==> config.mk <==
export PLATFORM = sky130hd
export DESIGN_NAME = stream_frame_builder_crc32_top_flat
export DESIGN_NICKNAME = d
export VERILOG_FILES = /design/src/rtl/core/sfb_pkg.sv /design/src/rtl/core/sfb_stream_if.sv /design/src/rtl/core/sfb_cfg_regs.sv /design/src/rtl/core/sfb_framer.sv /design/src/rtl/core/stream_frame_builder_crc32_top.sv /design/src/flat_wrapper.sv
export SDC_FILE = /design/constraint.sdc
export NUM_CORES = 1
export LEC_CHECK = 0
export BUFFER_PORTS_ARGS = -buffer_cell sky130_fd_sc_hd__buf_4
export CAP_MARGIN = 40
export CORE_ASPECT_RATIO = 0.6
export CORE_UTILIZATION = 40
export CTS_CLUSTER_SIZE = 24
export DETAILED_ROUTE_END_ITERATION = 10
export GPL_TIMING_DRIVEN = 0
export MAX_ROUTING_LAYER = met4
export SLEW_MARGIN = 20
export SYNTH_ARGS = -nofsm -noshare
export SYNTH_HDL_FRONTEND = slang
export SYNTH_SLANG_ARGS = --single-unit
==> constraint.sdc <==
create_clock -name i_clk -period 13.4 [get_ports i_clk]
set_input_delay 1.34 -clock i_clk [delete_from_list [all_inputs] [get_ports i_clk]]
set_output_delay 1.34 -clock i_clk [all_outputs]
set_load 0.1 [all_outputs]
==> src/rtl/core/sfb_pkg.sv <==
// ----------------------------------------------------------------------------
// sfb_pkg
// Types, constants and the CRC-32 byte update shared by the frame builder.
// ----------------------------------------------------------------------------
package sfb_pkg;

    localparam int LEN_W       = 16;
    localparam int SID_W       = 64;
    localparam int CNT_W       = 32;
    localparam int CFG_IDX_W   = 2;
    localparam int CFG_DATA_W  = 11;
    localparam int MAXP_W      = 11;
    localparam int IDX_W       = 5;

    localparam int MAX_PAYLOAD_BYTES_DEF = 1024;
    localparam logic [MAXP_W-1:0] MAX_PAYLOAD_RST = 11'd1024;

    localparam logic [31:0] CRC_INIT = 32'hFFFF_FFFF;
    localparam logic [31:0] CRC_POLY = 32'hEDB8_8320;

    localparam logic ACT_START   = 1'b0;
    localparam logic ACT_PAYLOAD = 1'b1;

    // Header byte positions
    localparam logic [IDX_W-1:0] HDR_MAGIC0  = 5'd0;
    localparam logic [IDX_W-1:0] HDR_MAGIC1  = 5'd1;
    localparam logic [IDX_W-1:0] HDR_VERSION = 5'd2;
    localparam logic [IDX_W-1:0] HDR_TYPE    = 5'd3;
    localparam logic [IDX_W-1:0] HDR_SID     = 5'd4;
    localparam logic [IDX_W-1:0] HDR_SID_END = 5'd11;
    localparam logic [IDX_W-1:0] HDR_SEQ     = 5'd12;
    localparam logic [IDX_W-1:0] HDR_SEQ_END = 5'd15;
    localparam logic [IDX_W-1:0] HDR_LEN_LO  = 5'd16;
    localparam logic [IDX_W-1:0] HDR_LEN_HI  = 5'd17;
    localparam logic [IDX_W-1:0] CRC_LAST    = 5'd3;

    typedef enum logic [CFG_IDX_W-1:0] {
        CFG_MAGIC_FIRST    = 2'd0,
        CFG_MAGIC_SECOND   = 2'd1,
        CFG_FORMAT_VERSION = 2'd2,
        CFG_MAX_PAYLOAD    = 2'd3
    } t_cfg_idx;

    typedef enum logic {
        ST_HEAD = 1'b0,
        ST_TAIL = 1'b1
    } t_state;

    typedef struct packed {
        logic [7:0]        magic_first;
        logic [7:0]        magic_second;
        logic [7:0]        format_version;
        logic [MAXP_W-1:0] max_payload;
    } t_cfg;

    typedef struct packed {
        logic             action;
        logic [7:0]       frame_type;
        logic [SID_W-1:0] source_id;
        logic [LEN_W-1:0] body_len;
        logic [7:0]       payload_byte;
    } t_in_item;

    typedef struct packed {
        logic [7:0]       out_byte;
        logic             byte_valid;
        logic             frame_end;
        logic             rejected;
        logic [CNT_W-1:0] oversize_total;
        logic             run_last;
    } t_out_item;

    function automatic logic [31:0] crc32_byte(input logic [31:0] acc, input logic [7:0] b);
        logic [31:0] c;
        c = acc ^ {24'h0, b};
        for (int k = 0; k < 8; k++) begin
            c = c[0] ? ((c >> 1) ^ CRC_POLY) : (c >> 1);
        end
        return c;
    endfunction

endpackage

==> src/rtl/core/sfb_stream_if.sv <==
// ----------------------------------------------------------------------------
// sfb_stream_if
// Valid/ready stream channel carrying one payload of type T_PAYLOAD.
// ----------------------------------------------------------------------------
interface sfb_stream_if #(
    parameter type T_PAYLOAD = logic
);
    logic     valid;
    logic     ready;
    T_PAYLOAD payload;

    modport source (output valid, output payload, input ready);
    modport sink   (input valid, input payload, output ready);
endinterface

==> src/rtl/core/sfb_cfg_regs.sv <==
// ----------------------------------------------------------------------------
// sfb_cfg_regs
// Header and size-limit configuration registers, write-only port.
// ----------------------------------------------------------------------------
module sfb_cfg_regs (
    input  logic                           i_clk,
    input  logic                           i_rst_n,
    input  logic                           i_cfg_we,
    input  logic [sfb_pkg::CFG_IDX_W-1:0]  i_cfg_idx,
    input  logic [sfb_pkg::CFG_DATA_W-1:0] i_cfg_data,
    output sfb_pkg::t_cfg                  o_cfg
);
    import sfb_pkg::*;

    t_cfg r_cfg;

    always_ff @(posedge i_clk) begin
        if (!i_rst_n) begin
            r_cfg.magic_first    <= '0;
            r_cfg.magic_second   <= '0;
            r_cfg.format_version <= '0;
            r_cfg.max_payload    <= MAX_PAYLOAD_RST;
        end else if (i_cfg_we) begin
            unique case (t_cfg_idx'(i_cfg_idx))
                CFG_MAGIC_FIRST:    r_cfg.magic_first    <= i_cfg_data[7:0];
                CFG_MAGIC_SECOND:   r_cfg.magic_second   <= i_cfg_data[7:0];
                CFG_FORMAT_VERSION: r_cfg.format_version <= i_cfg_data[7:0];
                CFG_MAX_PAYLOAD:    r_cfg.max_payload    <= i_cfg_data[MAXP_W-1:0];
                default: ;
            endcase
        end
    end

    assign o_cfg = r_cfg;

endmodule

==> src/rtl/core/sfb_framer.sv <==
// ----------------------------------------------------------------------------
// sfb_framer
// Request register, byte sequencer with running CRC-32, and output register.
// ----------------------------------------------------------------------------
module sfb_framer #(
    parameter int MAX_PAYLOAD_BYTES = sfb_pkg::MAX_PAYLOAD_BYTES_DEF
) (
    input  logic          i_clk,
    input  logic          i_rst_n,
    input  sfb_pkg::t_cfg i_cfg,
    sfb_stream_if.sink    i_in,
    sfb_stream_if.source  o_out
);
    import sfb_pkg::*;

    localparam logic [LEN_W-1:0] LIMIT_PARAM = LEN_W'(MAX_PAYLOAD_BYTES);

    t_in_item         r_cur;
    logic             r_cur_valid;
    t_state           r_state,     n_state;
    logic [IDX_W-1:0] r_idx,       n_idx;
    logic [CNT_W-1:0] r_seq,       n_seq;
    logic [31:0]      r_crc,       n_crc;
    logic [LEN_W-1:0] r_remaining, n_remaining;
    logic             r_open,      n_open;
    logic [CNT_W-1:0] r_oversize,  n_oversize;
    t_out_item        r_out;
    logic             r_out_valid;

    t_out_item        res;
    logic             emit;
    logic             item_done;
    logic             out_load;
    logic             step;
    logic             done;
    logic             in_ready;
    logic             cur_start;
    logic [LEN_W-1:0] cfg_limit;
    logic [LEN_W-1:0] limit;
    logic             oversize;
    logic [LEN_W-1:0] rem_after;
    logic [7:0]       hdr_byte;
    logic [2:0]       sid_sel;
    logic [1:0]       seq_sel;
    logic [1:0]       crc_sel;
    logic [31:0]      crc_final;

    assign cur_start = (r_cur.action == ACT_START);
    assign cfg_limit = LEN_W'(i_cfg.max_payload);
    assign limit     = (LIMIT_PARAM < cfg_limit) ? LIMIT_PARAM : cfg_limit;
    assign oversize  = (r_cur.body_len > limit);
    assign rem_after = (r_remaining != '0) ? (r_remaining - 1'b1) : '0;
    assign sid_sel   = 3'(r_idx - HDR_SID);
    assign seq_sel   = 2'(r_idx - HDR_SEQ);
    assign crc_sel   = r_idx[1:0];
    assign crc_final = ~r_crc;

    always_comb begin
        case (r_idx) inside
            HDR_MAGIC0:              hdr_byte = i_cfg.magic_first;
            HDR_MAGIC1:              hdr_byte = i_cfg.magic_second;
            HDR_VERSION:             hdr_byte = i_cfg.format_version;
            HDR_TYPE:                hdr_byte = r_cur.frame_type;
            [HDR_SID:HDR_SID_END]:   hdr_byte = r_cur.source_id[sid_sel*8 +: 8];
            [HDR_SEQ:HDR_SEQ_END]:   hdr_byte = r_seq[seq_sel*8 +: 8];
            HDR_LEN_LO:              hdr_byte = r_cur.body_len[7:0];
            HDR_LEN_HI:              hdr_byte = r_cur.body_len[15:8];
            default:                 hdr_byte = '0;
        endcase
    end

    // Result and state updates for the current position
    always_comb begin
        emit        = 1'b0;
        item_done   = 1'b0;
        res         = '0;
        n_seq       = r_seq;
        n_crc       = r_crc;
        n_remaining = r_remaining;
        n_open      = r_open;
        n_oversize  = r_oversize;
        unique case (r_state)
            ST_HEAD: begin
                if (cur_start) begin
                    emit = 1'b1;
                    if (oversize) begin
                        n_oversize   = r_oversize + 1'b1;
                        res.rejected = 1'b1;
                        res.run_last = 1'b1;
                        item_done    = 1'b1;
                    end else begin
                        res.out_byte   = hdr_byte;
                        res.byte_valid = 1'b1;
                        n_crc = crc32_byte((r_idx == HDR_MAGIC0) ? CRC_INIT : r_crc, hdr_byte);
                        if (r_idx == HDR_MAGIC0) begin
                            n_seq       = r_seq + 1'b1;
                            n_open      = 1'b1;
                            n_remaining = r_cur.body_len;
                        end
                        if (r_idx == HDR_LEN_HI && r_cur.body_len != '0) begin
                            res.run_last = 1'b1;
                            item_done    = 1'b1;
                        end
                    end
                end else if (r_open) begin
                    emit           = 1'b1;
                    res.out_byte   = r_cur.payload_byte;
                    res.byte_valid = 1'b1;
                    n_crc          = crc32_byte(r_crc, r_cur.payload_byte);
                    n_remaining    = rem_after;
                    if (rem_after != '0) begin
                        res.run_last = 1'b1;
                        item_done    = 1'b1;
                    end
                end else begin
                    // stray payload byte: consumed silently
                    item_done = 1'b1;
                end
            end
            ST_TAIL: begin
                emit           = 1'b1;
                res.out_byte   = crc_final[crc_sel*8 +: 8];
                res.byte_valid = 1'b1;
                if (r_idx == CRC_LAST) begin
                    res.frame_end = 1'b1;
                    res.run_last  = 1'b1;
                    item_done     = 1'b1;
                    n_open        = 1'b0;
                end
            end
            default: ;
        endcase
        res.oversize_total = n_oversize;
    end

    assign out_load = !r_out_valid || o_out.ready;
    assign step     = r_cur_valid && (!emit || out_load);
    assign done     = step && item_done;
    assign in_ready = !r_cur_valid || done;

    // Position sequencing
    always_comb begin
        n_state = r_state;
        n_idx   = r_idx;
        if (step) begin
            if (item_done) begin
                n_state = ST_HEAD;
                n_idx   = '0;
            end else if (r_state == ST_HEAD && (!cur_start || r_idx == HDR_LEN_HI)) begin
                n_state = ST_TAIL;
                n_idx   = '0;
            end else begin
                n_idx = r_idx + 1'b1;
            end
        end
    end

    always_ff @(posedge i_clk) begin
        if (!i_rst_n) begin
            r_cur_valid <= 1'b0;
            r_state     <= ST_HEAD;
            r_idx       <= '0;
            r_seq       <= '0;
            r_crc       <= CRC_INIT;
            r_remaining <= '0;
            r_open      <= 1'b0;
            r_oversize  <= '0;
            r_out_valid <= 1'b0;
        end else begin
            if (in_ready && i_in.valid) begin
                r_cur_valid <= 1'b1;
            end else if (done) begin
                r_cur_valid <= 1'b0;
            end
            r_state <= n_state;
            r_idx   <= n_idx;
            if (step) begin
                r_seq       <= n_seq;
                r_crc       <= n_crc;
                r_remaining <= n_remaining;
                r_open      <= n_open;
                r_oversize  <= n_oversize;
            end
            if (step && emit) begin
                r_out_valid <= 1'b1;
            end else if (o_out.ready) begin
                r_out_valid <= 1'b0;
            end
        end
    end

    always_ff @(posedge i_clk) begin
        if (in_ready && i_in.valid) begin
            r_cur <= i_in.payload;
        end
        if (step && emit) begin
            r_out <= res;
        end
    end

    assign i_in.ready    = in_ready;
    assign o_out.valid   = r_out_valid;
    assign o_out.payload = r_out;

endmodule

==> src/rtl/core/stream_frame_builder_crc32_top.sv <==
// ----------------------------------------------------------------------------
// stream_frame_builder_crc32_top
// Builds framed byte streams with an 18-byte header and CRC-32 trailer.
//
// i_in takes requests: a start request (action 0) opens a frame, a payload
// request (action 1) carries one byte. o_out gives at most one frame byte per result,
// with frame_end on the last CRC byte and run_last on the last result of a
// request. i_cfg_* writes the magic, version and size-limit registers.
// A request sits in one input register; results leave through an output
// register. The byte sequencer emits one result per cycle while o_out is not
// stalled, so back-to-back payload requests stream at one byte per cycle. A
// start gives the header bytes (and the CRC bytes for a zero-length frame),
// a payload byte that closes a frame gives its byte and the CRC bytes, an
// oversize start gives one rejected result, and a byte outside a frame gives
// none. Reset clears the sequence number, oversize count and open frame, and
// sets max_payload to 1024. When o_out stalls, the output register holds its
// result and i_in takes no request while its current request has one to give.
// ----------------------------------------------------------------------------
module stream_frame_builder_crc32_top #(
    parameter int MAX_PAYLOAD_BYTES = sfb_pkg::MAX_PAYLOAD_BYTES_DEF
) (
    input  logic                           i_clk,
    input  logic                           i_rst_n,
    input  logic                           i_cfg_we,
    input  logic [sfb_pkg::CFG_IDX_W-1:0]  i_cfg_idx,
    input  logic [sfb_pkg::CFG_DATA_W-1:0] i_cfg_data,
    sfb_stream_if.sink                     i_in,
    sfb_stream_if.source                   o_out
);
    import sfb_pkg::*;

    t_cfg cfg;

    sfb_cfg_regs u_cfg_regs (
        .i_clk      (i_clk),
        .i_rst_n    (i_rst_n),
        .i_cfg_we   (i_cfg_we),
        .i_cfg_idx  (i_cfg_idx),
        .i_cfg_data (i_cfg_data),
        .o_cfg      (cfg)
    );

    sfb_framer #(
        .MAX_PAYLOAD_BYTES (MAX_PAYLOAD_BYTES)
    ) u_framer (
        .i_clk   (i_clk),
        .i_rst_n (i_rst_n),
        .i_cfg   (cfg),
        .i_in    (i_in),
        .o_out   (o_out)
    );

endmodule

==> src/flat_wrapper.sv <==
// flat-port wrapper written by rule: the top's interface ports become plain ports
module stream_frame_builder_crc32_top_flat import sfb_pkg::*;
#(
    parameter int MAX_PAYLOAD_BYTES = sfb_pkg::MAX_PAYLOAD_BYTES_DEF
)
  (i_clk, i_rst_n, i_cfg_we, i_cfg_idx, i_cfg_data, i_in_valid, i_in_payload, i_in_ready, o_out_valid, o_out_payload, o_out_ready);
  sfb_stream_if #(.T_PAYLOAD(t_in_item)) i_in_i ();
  sfb_stream_if #(.T_PAYLOAD(t_out_item)) o_out_i ();
  input  logic i_clk;
  input  logic i_rst_n;
  input  logic i_cfg_we;
  input  logic [sfb_pkg::CFG_IDX_W-1:0] i_cfg_idx;
  input  logic [sfb_pkg::CFG_DATA_W-1:0] i_cfg_data;
  input wire logic [$bits(i_in_i.valid)-1:0] i_in_valid;
  input wire logic [$bits(i_in_i.payload)-1:0] i_in_payload;
  output wire logic [$bits(i_in_i.ready)-1:0] i_in_ready;
  output wire logic [$bits(o_out_i.valid)-1:0] o_out_valid;
  output wire logic [$bits(o_out_i.payload)-1:0] o_out_payload;
  input wire logic [$bits(o_out_i.ready)-1:0] o_out_ready;
  assign i_in_i.valid = i_in_valid;
  assign i_in_i.payload = i_in_payload;
  assign i_in_ready = i_in_i.ready;
  assign o_out_valid = o_out_i.valid;
  assign o_out_payload = o_out_i.payload;
  assign o_out_i.ready = o_out_ready;
  stream_frame_builder_crc32_top #(.MAX_PAYLOAD_BYTES(MAX_PAYLOAD_BYTES)) u_core (.i_clk(i_clk), .i_rst_n(i_rst_n), .i_cfg_we(i_cfg_we), .i_cfg_idx(i_cfg_idx), .i_cfg_data(i_cfg_data), .i_in(i_in_i), .o_out(o_out_i));
endmodule
==> impl_metrics.csv <==
group,metric,value,unit
status,status,"completed",
timing,max_slew_margin,40.14,%
detailed_routing,dr.pass1.iters,6,
clocking,cts_root_buffer,"clkbuf_16",
logic_synthesis,synth_area_per_cell,9.975,um^2
final_layout,final_util,49.71,%
setup_path,critPathCaptureType,"output pin",
final_layout,final_cell_mix,"nor2_1 (182), buf_4 (167), nand2_1 (164)",
setup_path,worstSetupPathType,"reg -> out",
final_layout,final_cell_area,0.01898,mm^2
floorplanning,dieArea,0.04010,mm^2
detailed_routing,vias,13220,
hold_path,hp-class,"reg -> reg",
global_route,grt_pass1_wl,78350,um
hold_path,min_path_cells,2,
pwr,peakVddDrop,78.03,uV
final_layout,fillers,3537,
detailed_routing,viasPerCell,5.675,
pwr,leakagePower,7.044,nW
logic_synthesis,seq_area_frac_synth,46.83,%
logic_synthesis,synth_fp_nets,1710,
clocking,postCtsSetupRepairBufs,0,
timing,final-max-slew-violation-count,0,
timing,rsz0062_at_grt,"false",
final_layout,layout-drive-gt1-share,17.47,%
logic_synthesis,ys_ff_latch,297,
place,place_congestion,0.9901,
clocking,cts_tree,"yes",
setup_path,critPathLaunchType,"flop",
detailed_routing,wire_per_inst,22.35,um
setup_path,critical_path_depth,16,
logic_synthesis,synth_flop_cell,"dfxtp_1",
logic_synthesis,synth.distinct_cells,81,
floorplanning,core,0.03819,mm^2
clocking,path_clk_slew,0.07,ns
logic_synthesis,synth_edf_count,141,
clocking,cts_resized,0,
global_route,grt.total_usage,26.64,%
place,hpwlAfterDp,39690,um
timing,fin_skew,0.03512,ns
detailed_routing,antenna_left,0,
clocking,cts.path.max_buffers,3,
setup_path,crit_buf_inv,5,
global_route,first_global_vias,12590,
floorplanning,start_util,41.13,%
clocking,cts_max_level,1,
floorplanning,pin_count,161,
pwr,p_per_area,119.1,mW/mm^2
final_layout,area_growth,20.84,%
setup_path,worstPathCellList,"inv_1, clkbuf_1, nand2_1, ha_1, nor2b_1, o21a_1, o21a_1, o21ai_0, a21oi_1, o21ai_0, clkbuf_1, a41oi_1, o311ai_0, and2_1, inv_1, buf_4",
timing,worst_pin_slew,0.8978,ns
clocking,numCtsBuffers,31,
logic_synthesis,yosysWarnings,0,
setup_path,cp.arrival,4.50,ns
detailed_routing,remaining_drc_errors,0,
pwr,p_total,0.002261,W
timing,fin_ws,7.555,ns
global_route,antenna_found_initial,1,
job,maxCapViolCount,0,
clocking,clk_latency,0.59,ns
timing,final.min_clock_period,5.845,ns
detailed_routing,drtIter0Drc,1271,
final_layout,final_common_cell,"nor2_1",
timing,hold_viol,0,
place,post_dp_cell_area,0.01782,mm^2
floorplanning,die_x,257.9,um
timing,setup_viol,0,
clocking,hold_buffers,0,
setup_path,slowest_delay,0.57,ns
timing,clock.fmax,171.1,MHz
clocking,cts_sinks,297,
logic_synthesis,netlist_area,0.01571,mm^2
setup_path,rr_worst_depth,14,
global_route,overflow,0,
setup_path,crit_family,"compound AO/OA/AOI/OAI gates",
setup_path,crit_slowest_cell,"clkbuf_1",
global_route,grt_max_degree,29,
detailed_routing,routed_wl,52050,um
place,dpl_worst_slack,8.151,ns
floorplanning,die_y,155.5,um
logic_synthesis,ys_async_sr_fraction,0,%
floorplanning,rows,55,
setup_path,critPathMaxFanout,10,
final_layout,num-nets-final,1925,
timing,period_share,43.62,%
place,io_buffers,159,
logic_synthesis,syn-instance-count,1575,
timing,tns,0,ns
setup_path,cp.required,12.06,ns
logic make-up (layout without fill, tap and decap cells):
kind of cell | Yosys count | in the layout | synth area share, %
and+or+nand+nor | 595 | 595 | 17.74
DFF | 297 | 297 | 46.83
AOI/OAI and AO/OA | 272 | 272 | 11.95
xor gates and xnor gates | 193 | 193 | 11.22
buffers and inverters | 118 | 358 | 3.018
muxes | 80 | 80 | 7.654
adders and majority gates | 20 | 20 | 1.593
other | 0 | 1 | 0
flip-flops by register name, summed over array words and instances (netlist names):
register / count
u_core.u_framer.r_cur: 97
u_core.u_framer.o_out.payload: 44
u_core.u_cfg_regs.o_cfg: 35
u_core.u_framer.r_crc: 32
u_core.u_framer.r_oversize: 32
u_core.u_framer.r_seq: 32
u_core.u_framer.r_remaining: 16
u_core.u_framer.r_idx: 5
u_core.u_framer.o_out.valid: 1
u_core.u_framer.r_cur_valid: 1
u_core.u_framer.r_open: 1
u_core.u_framer.r_state: 1
cell usage after synthesis (12+ instances only):
library cell,n,area share (%)
mux4_2,31,4.4
nor3_1,44,1.4
dfxtp_1,156,20
edfxtp_1,141,27
or3_1,18,0.72
o21ai_0,42,1.3
nand3_1,59,1.9
clkbuf_1,73,1.7
nor2_1,183,4.4
nor4_1,17,0.68
inv_1,23,0.55
a21oi_1,84,2.7
xor2_1,69,3.8
nand2_1,164,3.9
and2_1,19,0.76
a211oi_1,12,0.57
o211ai_1,24,1.1
nand4_1,22,0.88
xnor2_1,116,6.5
ha_1,20,1.6
and3_1,18,0.72
o21a_1,13,0.62
mux2i_1,40,2.5
power breakdown:
part	switching [W]	internal (W)	total, W
logic	0.000193	0.000100	0.000294
clock network	0.000384	0.000578	0.000962
registers	0.0000184	0.000986	0.00100
total	0.000596	0.00166	0.00226
worst reg2reg max path: cells and delay by family, from the launching register on:
kind / cells / cell delay (ns)
AOI/OAI and AO/OA: 2 / 0.44
muxes: 2 / 1.01
and+or+nand+nor: 3 / 0.92
DFF: 1 / 0.40
adders and majority gates: 1 / 0.30
xor gates and xnor gates: 3 / 1.20
buffers and inverters: 3 / 0.97
per-layer routing:
layer | vias to the layer above | part of all wire, % | track usage [%]
met3 | 57 | 10 | 5.979
met2 | 519 | 40 | 36.23
met5 | - | 0 | -
met1 | 6508 | 49 | 40.39
met4 | 0 | 1.4 | 3.973
li1 | 6132 | - | -
metrics by stage:
stage	cells	hold WS, ns
2_1_floorplan	1575	0.4318
3_3_place_gp	2247	0.4443
3_5_place_dp	2267	0.4510
4_1_cts	2325	0.4606
5_1_grt	2329	0.4859
6_report	2329	0.4568
area by class of cell:
type | count | area (um^2) | share of cell area, %
well taps | 513 | 641.9 | 3.381
inverters | 24 | 90.09 | 0.4745
clock buffers | 32 | 779.5 | 4.106
flip-flops and latches | 297 | 7357 | 38.75
clock inverters | 26 | 346.6 | 1.826
multi-input cells | 1160 | 7911 | 41.67
diodes | 1 | 2.502 | 0.01318
plain buffers | 94 | 384.1 | 2.023
repair buffers | 182 | 1471 | 7.751
worst paths after layout:
check                              startpoint                          to  slack (ns)
hold / removal     u_core.u_cfg_regs.o_cfg[3]  u_core.u_cfg_regs.o_cfg[3]        0.46
setup / recovery  u_core.u_cfg_regs.o_cfg[10]                  i_in_ready        7.56
setup reg to reg     u_core.u_framer.r_idx[1]   u_core.u_framer.r_crc[28]        8.02
hold reg to reg    u_core.u_cfg_regs.o_cfg[3]  u_core.u_cfg_regs.o_cfg[3]        0.46
(Power assumes the default switching activity.)
